## src/asp_pkg.sv

```systemverilog
// shared constants and helpers for the screen rectangle projection block
// no dependencies; imported by every module of the block
package asp_pkg;

  localparam int ROW_BITS  = 64;
  localparam int LANE_BITS = 16;
  localparam int FRAC_BITS = 16;
  localparam int LANES     = 4;
  localparam int AXES      = 3;
  localparam int CORNERS   = 8;
  localparam int ROWS      = 3;
  localparam int IDX_BITS  = 2;

  localparam int COORD_WIDTH_DEF = 32;
  localparam int COEF_WIDTH_DEF  = 16;

  localparam logic [ROW_BITS-1:0] ROW_X_RST = 64'h0000_0000_0000_1000;
  localparam logic [ROW_BITS-1:0] ROW_Y_RST = 64'h0000_0000_1000_0000;
  localparam logic [ROW_BITS-1:0] ROW_W_RST = 64'h1000_0000_0000_0000;

  typedef enum logic [IDX_BITS-1:0] {
    REG_ROW_X = 2'd0,
    REG_ROW_Y = 2'd1,
    REG_ROW_W = 2'd2
  } reg_idx_e;

  // width of a projected component: exact sum, capped at 64 bits
  function automatic int dot_width(input int cw, input int kw);
    return (cw + kw + 2 > 64) ? 64 : cw + kw + 2;
  endfunction

endpackage

```

## src/asp_reduce.sv

```systemverilog
// registered min/max tree over the eight projected corners, three levels
// depends on asp_pkg
module asp_reduce #(
  parameter int CW = 32
) (
  input  logic                 clk_i,
  input  logic                 en_i,
  input  logic signed [CW-1:0] sx_i  [asp_pkg::CORNERS],
  input  logic signed [CW-1:0] sy_i  [asp_pkg::CORNERS],
  input  logic                 bad_i [asp_pkg::CORNERS],
  output logic signed [CW-1:0] min_x_o,
  output logic signed [CW-1:0] min_y_o,
  output logic signed [CW-1:0] max_x_o,
  output logic signed [CW-1:0] max_y_o,
  output logic                 bad_o
);
  import asp_pkg::*;

  logic signed [CW-1:0] mnx1_q [4], mxx1_q [4], mny1_q [4], mxy1_q [4];
  logic                 bad1_q [4];
  logic signed [CW-1:0] mnx2_q [2], mxx2_q [2], mny2_q [2], mxy2_q [2];
  logic                 bad2_q [2];

  function automatic logic signed [CW-1:0] smin(input logic signed [CW-1:0] a,
                                                input logic signed [CW-1:0] b);
    return (b < a) ? b : a;
  endfunction

  function automatic logic signed [CW-1:0] smax(input logic signed [CW-1:0] a,
                                                input logic signed [CW-1:0] b);
    return (b > a) ? b : a;
  endfunction

  always_ff @(posedge clk_i) begin
    if (en_i) begin
      for (int j = 0; j < 4; j++) begin
        mnx1_q[j] <= smin(sx_i[2*j], sx_i[2*j+1]);
        mxx1_q[j] <= smax(sx_i[2*j], sx_i[2*j+1]);
        mny1_q[j] <= smin(sy_i[2*j], sy_i[2*j+1]);
        mxy1_q[j] <= smax(sy_i[2*j], sy_i[2*j+1]);
        bad1_q[j] <= bad_i[2*j] | bad_i[2*j+1];
      end
      for (int j = 0; j < 2; j++) begin
        mnx2_q[j] <= smin(mnx1_q[2*j], mnx1_q[2*j+1]);
        mxx2_q[j] <= smax(mxx1_q[2*j], mxx1_q[2*j+1]);
        mny2_q[j] <= smin(mny1_q[2*j], mny1_q[2*j+1]);
        mxy2_q[j] <= smax(mxy1_q[2*j], mxy1_q[2*j+1]);
        bad2_q[j] <= bad1_q[2*j] | bad1_q[2*j+1];
      end
      // a bad w anywhere clears the rectangle
      min_x_o <= (bad2_q[0] | bad2_q[1]) ? '0 : smin(mnx2_q[0], mnx2_q[1]);
      max_x_o <= (bad2_q[0] | bad2_q[1]) ? '0 : smax(mxx2_q[0], mxx2_q[1]);
      min_y_o <= (bad2_q[0] | bad2_q[1]) ? '0 : smin(mny2_q[0], mny2_q[1]);
      max_y_o <= (bad2_q[0] | bad2_q[1]) ? '0 : smax(mxy2_q[0], mxy2_q[1]);
      bad_o   <= bad2_q[0] | bad2_q[1];
    end
  end

endmodule

```

## config.mk

```make
export PLATFORM = sky130hd
export DESIGN_NAME = asp_reduce
export DESIGN_NICKNAME = d
export VERILOG_FILES = /design/src/asp_pkg.sv /design/src/asp_reduce.sv
export SDC_FILE = /design/constraint.sdc
export NUM_CORES = 2
export LEC_CHECK = 0
export BUFFER_PORTS_ARGS = -buffer_cell sky130_fd_sc_hd__buf_2
export CORE_MARGIN = 4
export CORE_UTILIZATION = 40
export CTS_CLUSTER_SIZE = 16
export DETAILED_ROUTE_END_ITERATION = 6
export RECOVER_POWER = 25
export SLEW_MARGIN = 10
export SYNTH_ARGS = -nofsm -noshare
export SYNTH_HDL_FRONTEND = slang
export SYNTH_SLANG_ARGS = --single-unit
```

## constraint.sdc

```tcl
create_clock -name clk_i -period 3.4 [get_ports clk_i]
set_clock_uncertainty 0.2 [all_clocks]
set_input_delay 0.68 -clock clk_i [delete_from_list [all_inputs] [get_ports clk_i]]
set_output_delay 0.68 -clock clk_i [all_outputs]
set_load 0.05 [all_outputs]
```

# Word-level counts from Yosys, hierarchy flattened
# Memories as Yosys holds them, arrays and structs flattened.
# Index checks and enable logic that the tools add are counted.
[op_classes]
n_addsub = 0
mul = 0
div_mod_pow = 0
order_cmp = 28
eq_ne = 0
n_shift = 0
n_mux = 30
n_bitwise = 7
n_reduce_logical = 0
[ops]
columns = ["operator", "n"]
rows = [
  ["$mux 32", 28],
  ["$gt 32x32->1", 14],
  ["$lt 32x32->1", 14],
  ["$or 1x1->1", 7],
  ["$mux 1", 2],
]
[totals]
regBits = 129
latchBits = 0
ram_bits = 774
mem_bits_ro = 0
inputBits = 522
out_inout_bits = 129
word_cells = 80
mem_count = 10
[memory_table]
columns = ["memory", "words", "word_bits", "read_ports", "rd_ports_with_merged_regs", "write_ports", "line", "rtl"]
rows = [
  ["mnx1_q", 4, 32, 4, 0, 4, "asp_reduce.sv:19", "logic signed [CW-1:0] mnx1_q [4], mxx1_q [4], mny1_q [4], mxy1_q [4];"],
  ["mny1_q", 4, 32, 4, 0, 4, "asp_reduce.sv:19", ""],
  ["mxx1_q", 4, 32, 4, 0, 4, "asp_reduce.sv:19", ""],
  ["mxy1_q", 4, 32, 4, 0, 4, "asp_reduce.sv:19", ""],
  ["mnx2_q", 2, 32, 2, 0, 2, "asp_reduce.sv:21", "logic signed [CW-1:0] mnx2_q [2], mxx2_q [2], mny2_q [2], mxy2_q [2];"],
  ["mny2_q", 2, 32, 2, 0, 2, "asp_reduce.sv:21", ""],
  ["+4 memories", "--", "--", "--", "--", "--", "--", ""],
]

# Longest topological paths before layout
[logic_depth]
word_depth = 2
depth_mapped = 12
depth_no_buf = 9

# Worst setup path before layout
# No wires, ideal clock.
[synth_timing]
path_kind = "input to register"
startpoint = "input port sy_i[249] (netlist bit)"
endpoint = "memory mxy1_q[0][10] (data pin)"
setup_time_ps = 262
t_arrival_ps = 2968
t_required_ps = 2938
setup_slack_ps = -30
cell_stages = 10
path_buffers = 1
cell_sequence = "inv_1 -> ha_1 -> a21o_1 -> a221oi_1 -> o21ai_1 -> or3b_1 -> o32ai_4 -> o21bai_2 -> buf_6 -> mux2_1"
[synth_lines]
columns = ["element", "line", "rtl"]
rows = [
  ["start: declaration", "asp_reduce.sv:9", "input logic signed [CW-1:0] sy_i [asp_pkg::CORNERS],"],
  ["end: declaration", "asp_reduce.sv:19", ""],
]

==> results.ini <==
[route]
dr_wl_met3_mm = 12.7
via_count = 43600
highest_layer = met5
first_pass_iters = 6
drc = 0
drtAntennaViolNets = 0
wl_per_cell_um = 23.3
initialDrtViolationCount = 3800
wl_met1_mm = 84.6
avgViaCountPerCell = 5.44
wl_mm = 187
met2_length_mm = 82.4

[sta]
fmax_ghz = 0.289
final-max-slew-violation-count = 33
worstMarginPinSlew_ns = 2.73
rsz0062_at_grt = true
finalHoldViolations = 0
min_period_ns = 3.45
timing.slew.headroom_pct = -82.0
tns_ns = -0.292
min_period_over_period_pct = 102
finalWorstSetupSlack_ns = -0.0547
finalSetupViolations = 12

[clock_tree]
cts_made_buffers = 103
worstSkewPairLatency_ns = 0.72
clkTransAtPathRegs_ns = 0.06
clock_path_buffers = 3
cts_tree = done
clock-root-buffer = clkbuf_16
cts_sinks = 903
cts.htree.levels = 3

[placed_design]
port_buffers = 650
dp_hpwl_mm = 147
place.gp.congestion = 0.971
place_area_um2 = 65500

[status]
violations = capacitance limit, slew limit, setup timing
run_status = complete, but fails checks

[die]
io_pins = 651
initial_core_util_pct = 40.4
row_count = 137
coreArea_um2 = 140000
die_h_um = 385
die_w_um = 385
dieArea_um2 = 148000

[yosys]
synthFlopType = edfxtp_1
async_flop_share_pct = 0
ys_ff_latch = 903
ys_top_cells_by_area = edfxtp_1 48%, ha_1 14%, mux2_2 10%
yosysWarnings = 0
yosysTopAreaCell = edfxtp_1
yosysSeqAreaShare_pct = 47.8
synth.avg_cell_area_um2 = 11.3
synth_area_um2 = 56700
synth_top_area_share_pct = 47.8
synthCells = 5025
synth-edff-count = 903
syn-num-nets = 6181
yosysUniqueCellTypes = 72

[layout]
finish.instance_area_um2 = 69800
fin_nets = 7188
area_growth_pct = 23.0
drive_gt1_share_pct = 30.1

[worst_setup_path]
cp_data_required_time_ns = 3.75
start_kind = flop
crit_type = reg -> reg
worstSetupEndpointType = flop
cp_max_fo = 8
arrival_ns = 3.80

[global_route]
grtUsageTotal_pct = 24.3
grt_pass1_vias = 41600
grt_antenna_before_repair = 52
grt-ovfl-total = 0
grt_pass1_wl_mm = 267
grt_max_degree = 161

[power]
ir_drop_v = 0.000422
p_leak_nw = 30.9
p_per_area_nw_per_um2 = 587
power_mw = 40.9

[run]
maxCapViolCount = 1

[hold_path]
hp-class = in -> reg

-- per-stage QoR --
step	cells	worst slack (ns)	utilization, %	hold WS, ns
after detailed placement	7768	-0.513	46.7	0.293
after global routing	8013	-0.140	49.7	0.0437
after global placement	7768	-0.563	46.7	0.289
final	8025	-0.0547	49.8	0.0749
after CTS	7973	-0.00333	49.4	0.00667
after floorplan	5025	0.00206	-	0.279
-- worst max-delay path, cell delays in order, from the launching register on --
cell and delay, ns:
edfxtp_1 0.46, ha_1 0.35, nand4_1 0.14, nor3_1 0.08, a21boi_1 0.13, or4b_4 0.56, a2111oi_4 0.30, buf_4 0.17
mux2i_4 0.27, buf_6 0.14, buf_12 0.15, buf_12 0.12, mux2i_1 0.20
-- cells in the mapped netlist (33+ instances only) --
master	instances
a21o_1	102
a21oi_1	228
buf_2	50
clkbuf_1	140
edfxtp_1	903
ha_1	634
inv_1	655
mux2_2	518
mux2i_1	131
nand2_1	593
nand2b_1	41
nand3_1	57
nand4_1	202
nor2_1	49
o2111ai_1	33
o21ai_0	225
or3_1	34
-- cell type report --
cell class / instances / area [um2]
timing repair buffer: 1105 / 7380
antenna: 30 / 75.1
clock inverter: 83 / 1020
sequential: 903 / 27100
multi-input combinational: 3264 / 26700
clock buffer: 109 / 2620
tap: 1876 / 2350
inverter: 655 / 2460
fill: 12600 / 70500
-- flip-flops by register name, indices dropped and copies added, names as in the netlist --
signal and cells:
bad1_q 4, bad2_q 2, min_y_o 32, mny1_q 128, max_x_o 32, bad_o 1
min_x_o 32, mxy2_q 64, mxx2_q 64, mnx1_q 128, max_y_o 32, mny2_q 64
mxx1_q 128, mnx2_q 64, mxy1_q 128
-- power breakdown --
group | internal (mW) | leakage [nW] | switching, mW | total [mW]
clock network | 7.08 | 1.76 | 4.94 | 12.0
logic | 5.88 | 20.2 | 7.09 | 13.0
registers | 14.5 | 8.90 | 1.39 | 15.9
total | 27.5 | 30.9 | 13.4 | 40.9
-- cells by family after synthesis --
group	share of synthesized area (%)
AOI/OAI and AO/OA	9.46
adders and majority gates	14.0
DFF	47.8
and+or+nand+nor	9.62
muxes	13.2
xor gates and xnor gates	0.0154
buffers and inverters	5.87
-- metal layers --
metal	global-route usage, %	vias to the layer above
li1	-	20600
met1	35.1	21200
met2	37.3	1510
met3	3.49	290
met4	8.76	16
met5	0	-
-- path summary, 6_finish.rpt --
| check | from | to | slack, ns | cells after the start |
|---|---|---|---|---|
| worst max-delay path | mxx2_q[0][37] | max_x_o[7] | -0.05 | 12 |
| worst min-delay path | sy_i[37] | mxy1_q[3][5] | 0.07 | 2 |
| worst max register to register | mxx2_q[0][37] | max_x_o[7] | -0.05 | 12 |
| worst min register to register | bad1_q[2] | bad2_q[0][1] | 0.30 | 1 |
-- placed cells by master (no fill, tap or decap), types with 118 or more instances in the layout --
master / count
edfxtp_1: 903
mux2_2: 517
inv_1: 652
nand4_1: 202
a21oi_1: 225
buf_2: 651
o21ai_0: 222
ha_1: 625
nand2_1: 593
buf_4: 346
mux2i_1: 118
-- repair_timing --
item | in CTS | in global routing
gates resized for setup | 18 | 52
pin swaps | 5 | 9
endpoints found under the setup margin | 108 | 155
setup buffers | 4 | 16
hold buffers | 8 | 0
gates cloned | 1 | 6
hold endpoints to repair | 4 | 0
Note: power is estimated with default switching activity, not from simulation.
